### config.mk
export PLATFORM = sky130hd
export DESIGN_NAME = bw_mask_row_to_spans_core_flat
export DESIGN_NICKNAME = d
export VERILOG_FILES = /design/src/rtl/bwm_pkg.sv /design/src/rtl/bwm_if.sv /design/src/rtl/bwm_lane.sv /design/src/rtl/bwm_merge.sv /design/src/rtl/bw_mask_row_to_spans_core.sv /design/src/flat_wrapper.sv
export SDC_FILE = /design/constraint.sdc
export NUM_CORES = 1
export LEC_CHECK = 0
export BUFFER_PORTS_ARGS = -buffer_cell sky130_fd_sc_hd__buf_4
export CORE_MARGIN = 2
export CORE_UTILIZATION = 45
export CTS_BUF_LIST = sky130_fd_sc_hd__clkbuf_8
export CTS_CLUSTER_SIZE = 16
export DETAILED_ROUTE_END_ITERATION = 10
export GPL_TIMING_DRIVEN = 1
export PLACE_DENSITY = 0.73
export SETUP_SLACK_MARGIN = 0.02
export SLEW_MARGIN = 0
export SYNTH_ARGS = -nofsm -noshare
export SYNTH_HDL_FRONTEND = slang
export SYNTH_HIERARCHICAL = 1
export SYNTH_SLANG_ARGS = --single-unit
### constraint.sdc
create_clock -name clk -period 14 [get_ports clk]
set_clock_uncertainty 0.05 [all_clocks]
set_input_delay 1.4 -clock clk [delete_from_list [all_inputs] [get_ports clk]]
set_output_delay 1.4 -clock clk [all_outputs]
set_load 0.03 [all_outputs]
### src/rtl/bwm_pkg.sv
`default_nettype none
package bwm_pkg;

  // Pixels in one mask byte, and one lane more for the end-of-row close
  localparam int PIX = 8;
  localparam int LANES = PIX + 1;
  localparam int OUT_BITS = 16;
  localparam int CFG_IDX_BITS = 2;
  localparam int CFG_DATA_BITS = 16;

  // Configuration register indexes
  localparam logic [CFG_IDX_BITS-1:0] CFG_CLIP_LEFT     = 2'd0;
  localparam logic [CFG_IDX_BITS-1:0] CFG_CLIP_RIGHT    = 2'd1;
  localparam logic [CFG_IDX_BITS-1:0] CFG_CLIP_TOP      = 2'd2;
  localparam logic [CFG_IDX_BITS-1:0] CFG_MASK_ORIGIN_X = 2'd3;

  localparam logic [PIX-1:0] FULL_BYTE = 8'hFF;

  // Everything the lanes found for one byte
  typedef struct packed {
    logic [LANES-1:0]                close;
    logic [LANES-1:0][OUT_BITS-1:0]  x;
    logic [LANES-1:0][OUT_BITS-1:0]  w;
    logic [OUT_BITS-1:0]             y;
  } entry_t;

endpackage
`default_nettype wire

### src/rtl/bwm_if.sv
`default_nettype none
interface bwm_in_if;
  logic       valid;
  logic       ready;
  logic [7:0] mask_byte;
  logic       row_start;
  logic       row_end;

  modport source (output valid, mask_byte, row_start, row_end, input ready);
  modport sink (input valid, mask_byte, row_start, row_end, output ready);
endinterface

interface bwm_out_if;
  logic               valid;
  logic               ready;
  logic signed [15:0] span_x;
  logic signed [15:0] span_y;
  logic        [15:0] span_width;
  logic               last;

  modport source (output valid, span_x, span_y, span_width, last, input ready);
  modport sink (input valid, span_x, span_y, span_width, last, output ready);
endinterface
`default_nettype wire

### src/rtl/bwm_lane.sv
`default_nettype none
module bwm_lane #(
  parameter int COORD_BITS = 16,
  parameter int LANE = 0
) (
  input  logic [bwm_pkg::PIX-1:0] pix,
  input  logic                    open_in,
  input  logic [COORD_BITS-1:0]   px,
  input  logic [COORD_BITS-1:0]   carried,
  output logic                    close,
  output logic [COORD_BITS-1:0]   span_x,
  output logic [COORD_BITS-1:0]   span_w
);
  import bwm_pkg::*;

  localparam int IDX = (LANE < PIX) ? LANE : PIX - 1;
  localparam int PREV = (LANE > 0) ? LANE - 1 : 0;

  logic [PIX-1:0] starts;
  logic           prev;
  logic           found;
  logic [2:0]     jj;
  logic [3:0]     span_len;

  // Flag the pixels where a run begins
  always_comb begin
    starts[0] = pix[0] && !open_in;
    for (int i = 1; i < PIX; i++) begin
      starts[i] = pix[i] && !pix[i-1];
    end
  end

  // Close where an uncovered pixel follows a covered one; the last lane closes at row end
  always_comb begin
    if (LANE == 0) begin
      prev = open_in;
    end else begin
      prev = pix[PREV];
    end
    if (LANE < PIX) begin
      close = prev && !pix[IDX];
    end else begin
      close = prev;
    end
  end

  // Find the nearest run start to the left of this lane
  always_comb begin
    found = 1'b0;
    jj = '0;
    for (int j = 0; j < PIX; j++) begin
      if (j < LANE && starts[j]) begin
        found = 1'b1;
        jj = 3'(j);
      end
    end
  end

  assign span_len = 4'(LANE) - {1'b0, jj};

  // Span start and width: local start, or the run carried in from earlier bytes
  always_comb begin
    if (found) begin
      span_x = px + COORD_BITS'(jj);
      span_w = COORD_BITS'(span_len);
    end else begin
      span_x = carried;
      span_w = px + COORD_BITS'(LANE) - carried;
    end
  end

endmodule
`default_nettype wire

### src/rtl/bwm_merge.sv
`default_nettype none
module bwm_merge (
  input  logic            clk,
  input  logic            rst_n,
  input  logic            a_valid,
  input  bwm_pkg::entry_t a_entry,
  output logic            take,
  bwm_out_if.source       out_ch
);
  import bwm_pkg::*;

  logic [LANES-1:0] mask_r, mask_nxt;
  entry_t           entry_r;
  logic [3:0]       sel;
  logic [LANES-1:0] rem;
  logic             fire;

  // Pick the leftmost pending close
  always_comb begin
    sel = '0;
    for (int i = LANES - 1; i >= 0; i--) begin
      if (mask_r[i]) begin
        sel = 4'(i);
      end
    end
    rem = mask_r;
    rem[sel] = 1'b0;
  end

  assign out_ch.valid      = |mask_r;
  assign out_ch.span_x     = entry_r.x[sel];
  assign out_ch.span_y     = entry_r.y;
  assign out_ch.span_width = entry_r.w[sel];
  assign out_ch.last       = ~|rem;

  assign fire = out_ch.valid && out_ch.ready;
  assign take = ~|mask_r || (fire && ~|rem);

  // Load a new byte when done, otherwise drop the beat just sent
  always_comb begin
    mask_nxt = mask_r;
    if (take) begin
      mask_nxt = a_valid ? a_entry.close : '0;
    end else if (fire) begin
      mask_nxt = rem;
    end
  end

  always_ff @(posedge clk) begin
    if (!rst_n) begin
      mask_r <= '0;
    end else begin
      mask_r <= mask_nxt;
    end
  end

  always_ff @(posedge clk) begin
    if (take && a_valid) begin
      entry_r <= a_entry;
    end
  end

endmodule
`default_nettype wire

### src/rtl/bw_mask_row_to_spans_core.sv
// A byte waits in the holding register, then the merge stage offers its first span.
// Throughput: one byte per cycle while each byte closes at most one span and out_ch is
// ready; otherwise one span per ready cycle from the single merge output (up to five).
// One byte can be accepted while the merge stage still holds spans of the previous one.
// Reset: synchronous, active low; clears run state, row counters and config registers.
`default_nettype none
module bw_mask_row_to_spans_core #(
  parameter int COORD_BITS = 16
) (
  input  logic                               clk,
  input  logic                               rst_n,
  bwm_in_if.sink                             in_ch,
  bwm_out_if.source                          out_ch,
  input  logic                               cfg_we,
  input  logic [bwm_pkg::CFG_IDX_BITS-1:0]   cfg_index,
  input  logic [bwm_pkg::CFG_DATA_BITS-1:0]  cfg_data
);
  import bwm_pkg::*;

  logic signed [15:0]     clip_left_r, clip_right_r, mask_origin_x_r;
  logic                   run_open_r, run_open_nxt;
  logic [COORD_BITS-1:0]  run_begin_r, run_begin_nxt;
  logic [COORD_BITS-1:0]  pixel_x_r, pixel_x_nxt;
  logic [COORD_BITS-1:0]  row_y_r, row_y_nxt;
  logic                   a_valid_r, a_valid_nxt;
  entry_t                 a_entry_r, a_entry_nxt;

  logic                   acc, take;
  logic [2:0]             le, re_rem;
  logic signed [16:0]     start17;
  logic signed [31:0]     start32;
  logic signed [31:0]     top32;
  logic [COORD_BITS-1:0]  start_c;
  logic [PIX-1:0]         bm;
  logic [PIX-1:0]         pix;
  logic [COORD_BITS-1:0]  px_eff;
  logic                   open_eff;
  logic [LANES-1:0]       close;
  logic [COORD_BITS-1:0]  lane_x [LANES];
  logic [COORD_BITS-1:0]  lane_w [LANES];

  function automatic logic [OUT_BITS-1:0] to_out(input logic [COORD_BITS-1:0] v);
    logic [31:0] t;
    t = 32'(v);
    return t[OUT_BITS-1:0];
  endfunction

  assign acc = in_ch.valid && in_ch.ready;
  assign in_ch.ready = !a_valid_r || take;

  // Row start position aligned down to the mask byte grid
  assign le      = clip_left_r[2:0] - mask_origin_x_r[2:0];
  assign re_rem  = clip_right_r[2:0] - mask_origin_x_r[2:0];
  assign start17 = {clip_left_r[15], clip_left_r} - 17'(le);
  assign start32 = 32'(start17);
  assign start_c = COORD_BITS'(start32);
  assign top32   = 32'(signed'(cfg_data));

  // Apply the clip masks to the first and last byte of a row
  always_comb begin
    bm = in_ch.mask_byte;
    if (in_ch.row_start) begin
      bm = bm & (FULL_BYTE >> le);
    end
    if (in_ch.row_end && re_rem != 3'd0) begin
      bm = bm & ~(FULL_BYTE >> re_rem);
    end
    for (int i = 0; i < PIX; i++) begin
      pix[i] = bm[PIX-1-i];
    end
  end

  assign px_eff   = in_ch.row_start ? start_c : pixel_x_r;
  assign open_eff = in_ch.row_start ? 1'b0 : run_open_r;

  // One lane per pixel, plus one for the end-of-row close
  for (genvar k = 0; k < LANES; k++) begin : g_lane
    logic lane_close;
    bwm_lane #(.COORD_BITS(COORD_BITS), .LANE(k)) u_lane (
      .pix     (pix),
      .open_in (open_eff),
      .px      (px_eff),
      .carried (run_begin_r),
      .close   (lane_close),
      .span_x  (lane_x[k]),
      .span_w  (lane_w[k])
    );
    if (k < PIX) begin : g_mid
      assign close[k] = lane_close;
    end else begin : g_end
      assign close[k] = lane_close && in_ch.row_end;
    end
  end

  // Gather lane results into the holding stage
  always_comb begin
    a_entry_nxt.close = close;
    a_entry_nxt.y = to_out(row_y_r);
    for (int i = 0; i < LANES; i++) begin
      a_entry_nxt.x[i] = to_out(lane_x[i]);
      a_entry_nxt.w[i] = to_out(lane_w[i]);
    end
  end

  // Advance run and row state for the accepted byte; a clip_top write takes priority
  always_comb begin
    run_open_nxt  = run_open_r;
    run_begin_nxt = run_begin_r;
    pixel_x_nxt   = pixel_x_r;
    row_y_nxt     = row_y_r;
    if (cfg_we && cfg_index == CFG_CLIP_TOP) begin
      row_y_nxt = COORD_BITS'(top32);
    end else if (acc) begin
      run_open_nxt  = pix[PIX-1] && !in_ch.row_end;
      run_begin_nxt = lane_x[LANES-1];
      pixel_x_nxt   = px_eff + COORD_BITS'(PIX);
      if (in_ch.row_end) begin
        row_y_nxt = row_y_r + COORD_BITS'(1);
      end
    end
  end

  assign a_valid_nxt = acc || (a_valid_r && !take);

  always_ff @(posedge clk) begin
    if (!rst_n) begin
      run_open_r  <= 1'b0;
      run_begin_r <= '0;
      pixel_x_r   <= '0;
      row_y_r     <= '0;
      a_valid_r   <= 1'b0;
    end else begin
      run_open_r  <= run_open_nxt;
      run_begin_r <= run_begin_nxt;
      pixel_x_r   <= pixel_x_nxt;
      row_y_r     <= row_y_nxt;
      a_valid_r   <= a_valid_nxt;
    end
  end

  always_ff @(posedge clk) begin
    if (acc) begin
      a_entry_r <= a_entry_nxt;
    end
  end

  // Hold configuration registers; clip_top only loads the row counter
  always_ff @(posedge clk) begin
    if (!rst_n) begin
      clip_left_r     <= '0;
      clip_right_r    <= '0;
      mask_origin_x_r <= '0;
    end else if (cfg_we) begin
      case (cfg_index)
        CFG_CLIP_LEFT:     clip_left_r     <= cfg_data;
        CFG_CLIP_RIGHT:    clip_right_r    <= cfg_data;
        CFG_CLIP_TOP: begin
        end
        CFG_MASK_ORIGIN_X: mask_origin_x_r <= cfg_data;
        default: begin
        end
      endcase
    end
  end

  // Serialize the spans of each byte
  bwm_merge u_merge (
    .clk     (clk),
    .rst_n   (rst_n),
    .a_valid (a_valid_r),
    .a_entry (a_entry_r),
    .take    (take),
    .out_ch  (out_ch)
  );

endmodule
`default_nettype wire

### src/flat_wrapper.sv
// flat-port wrapper written by rule: the top's interface ports become plain ports
module bw_mask_row_to_spans_core_flat import bwm_pkg::*;
#(
  parameter int COORD_BITS = 16
)
  (clk, rst_n, cfg_we, cfg_index, cfg_data, in_ch_valid, in_ch_mask_byte, in_ch_row_start, in_ch_row_end, in_ch_ready, out_ch_valid, out_ch_span_x, out_ch_span_y, out_ch_span_width, out_ch_last, out_ch_ready);
  bwm_in_if in_ch_i ();
  bwm_out_if out_ch_i ();
  input  logic clk;
  input  logic rst_n;
  input  logic cfg_we;
  input  logic [bwm_pkg::CFG_IDX_BITS-1:0] cfg_index;
  input  logic [bwm_pkg::CFG_DATA_BITS-1:0] cfg_data;
  input wire logic [$bits(in_ch_i.valid)-1:0] in_ch_valid;
  input wire logic [$bits(in_ch_i.mask_byte)-1:0] in_ch_mask_byte;
  input wire logic [$bits(in_ch_i.row_start)-1:0] in_ch_row_start;
  input wire logic [$bits(in_ch_i.row_end)-1:0] in_ch_row_end;
  output wire logic [$bits(in_ch_i.ready)-1:0] in_ch_ready;
  output wire logic [$bits(out_ch_i.valid)-1:0] out_ch_valid;
  output wire logic [$bits(out_ch_i.span_x)-1:0] out_ch_span_x;
  output wire logic [$bits(out_ch_i.span_y)-1:0] out_ch_span_y;
  output wire logic [$bits(out_ch_i.span_width)-1:0] out_ch_span_width;
  output wire logic [$bits(out_ch_i.last)-1:0] out_ch_last;
  input wire logic [$bits(out_ch_i.ready)-1:0] out_ch_ready;
  assign in_ch_i.valid = in_ch_valid;
  assign in_ch_i.mask_byte = in_ch_mask_byte;
  assign in_ch_i.row_start = in_ch_row_start;
  assign in_ch_i.row_end = in_ch_row_end;
  assign in_ch_ready = in_ch_i.ready;
  assign out_ch_valid = out_ch_i.valid;
  assign out_ch_span_x = out_ch_i.span_x;
  assign out_ch_span_y = out_ch_i.span_y;
  assign out_ch_span_width = out_ch_i.span_width;
  assign out_ch_last = out_ch_i.last;
  assign out_ch_i.ready = out_ch_ready;
  bw_mask_row_to_spans_core #(.COORD_BITS(COORD_BITS)) u_core (.clk(clk), .rst_n(rst_n), .in_ch(in_ch_i), .out_ch(out_ch_i), .cfg_we(cfg_we), .cfg_index(cfg_index), .cfg_data(cfg_data));
endmodule
## After elaboration in Yosys (flattened, before gate mapping)

Cells that the tools add are included.

- Flip-flop bits (word level): 698
- Input port bits: 33
- Output and inout port bits: 51
- Word-level logic and storage cells: 213

- Add/subtract/negate cells: 35
- $lt $le $gt $ge: 2
- Equality and inequality tests: 3
- Shifts and indexed selects: 2
- Muxes and demuxes: 55
- Bitwise operators: 6
- Reduce and logical (&&, ||, !) cells: 55

Operator list:

| operator | count |
|---|---|
| $mux W16 | 14 |
| $sub A16 B16 Y16 | 9 |
| $bmux W16 S4 | 2 |
| $add A16 B3 Y16 | 6 |
| $add A16 B3 Y16 const B | 4 |
| $mux W4 | 16 |
| $add A16 B1 Y16 const B | 2 |
| $add A16 B2 Y16 const B | 2 |
| $mux W9 | 3 |
| $logic_and A1 B1 Y1 | 26 |
| $mux W3 | 6 |
| $reduce_or A9 Y1 | 2 |
| $add A16 B1 Y16 | 1 |
| $add A16 B4 Y16 const B | 1 |
| $and A8 B8 Y8 | 2 |
| $mux W8 | 2 |
| $shr A8 B3 Y8 const A | 2 |
| $sub A16 B4 Y16 | 1 |
| $sub A3 B3 Y4 const A | 4 |
| $logic_not A1 Y1 | 14 |
| $mux W1 | 11 |
| $reduce_and A2 Y1 | 5 |
| $and A9 B9 Y9 | 1 |
| $not A9 Y9 | 1 |
| 15 further kinds | 21 |

## Longest topological paths before layout

- Depth in word-level cells: 23
- Depth in mapped cells: 23
- Gate-level depth less buffers: 22

## Modules after synthesis

The synthesis kept the hierarchy.

By module, submodules not included:

| module | times used | cells an instance | area each (µm²) |
|---|---|---|---|
| bw_mask_row_to_spans_core | 1 | 813 | 13341.5 |
| bwm_merge | 1 | 702 | 12115.4 |
| bwm_lane at u_core.g_lane[8].u_lane | 1 | 268 | 1803.0 |
| bwm_lane at u_core.g_lane[5].u_lane | 1 | 263 | 1760.4 |
| bwm_lane at u_core.g_lane[6].u_lane | 1 | 253 | 1739.2 |
| bwm_lane at u_core.g_lane[7].u_lane | 1 | 247 | 1642.8 |
| bwm_lane at u_core.g_lane[4].u_lane | 1 | 235 | 1577.8 |
| bwm_lane at u_core.g_lane[3].u_lane | 1 | 222 | 1544.0 |
| bwm_lane at u_core.g_lane[2].u_lane | 1 | 215 | 1436.4 |
| bwm_lane at u_core.g_lane[1].u_lane | 1 | 174 | 1167.4 |
| bwm_lane at u_core.g_lane[0].u_lane | 1 | 147 | 978.4 |

## Worst setup path before layout

OpenSTA, ideal clock, no wires.

- Path kind: input-to-reg
- Start: in out_ch_ready
- End: reg u_core/u_merge/entry_r[100] (netlist bit) (enable)
- Arrival: 14.313 ns
- Required time: 12.976 ns
- Slack: -1.337 ns
- Cell stages on the path: 3
- Path buffers: 1
- Path through: clkbuf_1 a21oi_1 nor2_1

- Word-level cells in the longest chain between the ends: 4

Ends and longest elaborated chain:

| element | RTL line | source |
|---|---|---|
| start: declaration | flat_wrapper.sv:24 | `input wire logic [$bits(out_ch_i.ready)-1:0] out_ch_ready;` |
| $logic_and A1 B1 Y1 | bwm_merge.sv:36 | `assign fire = out_ch.valid && out_ch.ready;` |
| $logic_and A1 B1 Y1 | bwm_merge.sv:37 | `assign take = ~\|mask_r \|\| (fire && ~\|rem);` |
| $logic_or A1 B1 Y1 | bwm_merge.sv:37 |  |
| $logic_and A1 B1 Y1 | bwm_merge.sv:58 | `if (take && a_valid) begin` |
| end signal: assignment | bwm_merge.sv:59 | `entry_r <= a_entry;` |
| end: declaration | bwm_merge.sv:13 | `entry_t entry_r;` |

Every way passes these cells.
A chain may end at the register's enable or synchronous reset.

## Final worst setup path

- Start: reg u_core.u_merge.mask_r[3]
- End: out out_ch_span_width[15]

- Word-level cells in the longest chain between the ends: 6

Ends and longest elaborated chain:

| element | RTL line | source |
|---|---|---|
| start: declaration | bwm_merge.sv:12 | `logic [LANES-1:0] mask_r, mask_nxt;` |
| start signal: assignment | bwm_merge.sv:53 | `mask_r <= mask_nxt;` |
| $mux W4 (4 in series) | bwm_merge.sv:22 | `if (mask_r[i]) begin` |
| $bmux W16 S4 | bwm_merge.sv:33 | `assign out_ch.span_width = entry_r.w[sel];` |
| $mux W16 (not written as such) | bwm_merge.sv:33 |  |
| end: declaration | flat_wrapper.sv:22 | `output wire logic [$bits(out_ch_i.span_width)-1:0] out_ch_span_width;` |

Every way passes these cells. The select of a mux whose other input is x is not followed.

==> results by group <==
Global route
  • Gr ovfl total: 0
  • First-pass GRT wire length: roughly 160000 um
  • Vias in the first global route: approximately 27000
  • Gr usage total: 0.241
  • Initial antenna violation count: 5
  • Largest net degree at the start of global routing: around 170

Logic synthesis
  • Syn Area/Cell: around 11 um^2
  • Gate count of the mapped netlist: about 3500
  • Most area-consuming cells after synthesis: edfxtp_1 (47%), ha_1 (8.8%), dfxtp_1 (4.1%)
  • Top cell type's share of synthesized area: 0.474
  • Post-Synthesis Cell Area: 0.0391 mm^2
  • Synth Flop Type: edfxtp_1
  • Synth area leader: edfxtp_1
  • FF+latch count, synth: ~700
  • Syn nets: about 3900
  • Post-synthesis sequential area ratio: 0.515
  • Ys Warns: 6
  • Ys async rst share: 0
  • EDFF count, synth: between 600 and 700
  • Post-synth cell types: approximately 130

Cells and area
  • Most common cell after layout, fill and taps aside: edfxtp_1
  • Utilization after layout: 0.499
  • Layout cell share with drive strength beyond 1: 0.129
  • Layout area overhead: 10.3%
  • Commonest non-fill, non-tap cells in the layout: edfxtp_1 (617), nand2_1 (369), inv_1 (285), ha_1 (274), a21oi_1 (245)
  • Layout filler cell count: 7632
  • Non-Filler Instances: ~4900
  • Nets: between 3000 and 4000
  • Final Cell Area: between 0.04 and 0.05 mm^2

CTS
  • Max clock buf depth: 3
  • Cts bufs inserted: between 100 and 150
  • Clk root buf: clkbuf_8
  • CTS tree: done
  • H-tree depth: 3
  • Clock Latency Late Sink: slightly below 0.8 ns
  • Clock-pin slew on the worst setup and hold paths: approximately 0.06 ns
  • Post-CTS Setup Repair Bufs: 0
  • # resized after CTS: 0
  • Clk sinks: 698
  • CTS Hold Bufs: 0

Worst setup path
  • CP Data Required Time: about 13 ns
  • Family with the most delay on the worst path: buffers and inverters
  • Reg2reg setup slack: about 7.8 ns
  • Crit-path slowest cell: buf_4
  • Reg2reg start: u_core/clip_left_r[0]
  • Worst EP arrival: roughly 4.8 ns
  • CP Capture Type: output pin
  • Cell mode on critical path: buf_4
  • CP cell instances: inv_1, a221oi_4, buf_4, mux2_2, a21oi_1, nor3_1, buf_4
  • R2r worst-path depth: 21
  • Crit-path max FO: 51
  • Max incr delay on CP: ~0.9 ns
  • Worst setup SP type: register
  • Kind of critical path: reg -> out
  • Reg-to-reg endpoint: u_core/a_entry_r[46]
  • Worst Path Buf+Inv: 3

Pwr
  • Total power draw: 7.89 mW
  • Pwr Density: 183 mW/mm^2
  • Max rail drop VDD: approximately 0.00017 V
  • LEAKAGE: approximately 16 nW

Place
  • # port buffers: a little over 80
  • Cells after DPL: 4680
  • Setup WS pre-CTS: around 7.9 ns
  • Area post-placement: approximately 0.041 mm^2
  • RD Place Congestion: approximately 0.94
  • Post-DP HPWL: about 73000 um

Worst hold path
  • Hold Crit Start: u_core/a_entry_r[159]
  • Hold Path Class: reg -> reg
  • Hold EP: u_core/u_merge/entry_r[159]
  • Hold Path Depth: 0

Detailed routing
  • WL final: roughly 110000 um
  • Number of vias per cell: about 5.8
  • DRC viols: 0
  • Drt wl/cell: ~22 um
  • Post-route ant nets: 0
  • Initial DRC count: approximately 3300
  • 1st-pass router iterations: 5
  • Via count: between 20000 and 30000

STA
  • Hold WS: between 0.3 and 0.4 ns
  • Slew HR: 0.199
  • Period utilization: 0.445
  • Endpoints failing setup: 0
  • Slew Limit Fails: 0
  • Final Hold Vio Count: 0
  • Period minus WS final: roughly 6.2 ns
  • Worst-margin pin slew: 1.20 ns
  • Final worst setup slack: around 7.8 ns
  • RSZ-0062 raised after global routing: false
  • Peak Freq: around 160 MHz
  • Post-route setup TNS: 0 ns

Die
  • Cell Rows: between 100 and 150
  • Die Area: between 0.08 and 0.09 mm^2
  • I/O pin count: 84
  • Die Y: approximately 300 um
  • Initial Utilization: 0.452
  • Die X: 299 um
  • Core Area: around 0.086 mm^2

Status
  • Status: finished, final reports clean

Run
  • Max_cap viols: 0
==> registers in the layout (all words and copies together) (netlist names) <==
name,flops
u_core/u_merge/mask_r,9
u_core/row_y_r,16
u_core/a_valid_r,1
u_core/pixel_x_r,16
u_core/mask_origin_x_r,3
u_core/run_begin_r,16
u_core/a_entry_r,313
u_core/clip_left_r,16
u_core/clip_right_r,3
u_core/run_open_r,1
u_core/u_merge/out_ch.span_y,16
u_core/u_merge/entry_r,288
==> cell families after synthesis <==
family | synth area share
AO/OA/AOI/OAI | 0.136
XOR/XNOR | 0.0482
adder cells (fa/ha/maj) | 0.0959
buffers and inverters | 0.0463
flip-flops | 0.515
multiplexers | 0.0247
AND/OR/NAND/NOR | 0.134
==> Yosys cell counts (all sizes together) (79+ instances only) <==
library cell and number:
ha 274, dfxtp 81, nor3 96, edfxtp 617, xnor2 132, nor2 240
xor2 83, nand3 79, nand2 371, a21oi 261, o21ai 193, inv 244
buf 88
==> how the worst max path moves through the flow <==
stage,start,end,slack [ns],depth (start not counted)
after floorplan,out_ch_ready,u_core/row_y_r[14],0.05,13
final,u_core/u_merge/mask_r[3],out_ch_span_width[15],7.76,7
after CTS,u_core/u_merge/mask_r[3],out_ch_span_width[15],7.70,7
after global routing,u_core/mask_origin_x_r[0],u_core/a_entry_r[127],7.43,22
after detailed placement,u_core/clip_left_r[0],u_core/a_entry_r[44],7.94,21
after global placement,u_core/clip_left_r[0],u_core/a_entry_r[44],8.01,21
==> layout make-up <==
class | instances | area (um^2) | area share
antenna | 4 | 10.0 | 0.000232
inverter | 244 | 916 | 0.0212
tap | 1155 | 1450 | 0.0335
clock buffer | 130 | 1790 | 0.0415
clock inverter | 80 | 450 | 0.0104
multi-input combinational | 2440 | 17300 | 0.400
timing repair buffer | 143 | 1100 | 0.0255
sequential | 698 | 20200 | 0.467
==> per-layer routing <==
| metal | global-route usage | routed length (um) |
|---|---|---|
| met1 | 0.347 | 46800 |
| met2 | 0.362 | 47200 |
| met3 | 0.0481 | 11100 |
| met4 | 0.0868 | 3750 |
| met5 | 0 | 10 |
==> where the power goes <==
part           leakage (nW)  internal (mW)  switching [mW]
registers              6.66           2.79           0.123
clock network          1.31          0.906           0.830
logic                  8.06           1.12            2.12
total                  16.0           4.81            3.08
No activity file was read; power rests on OpenSTA's default activity.
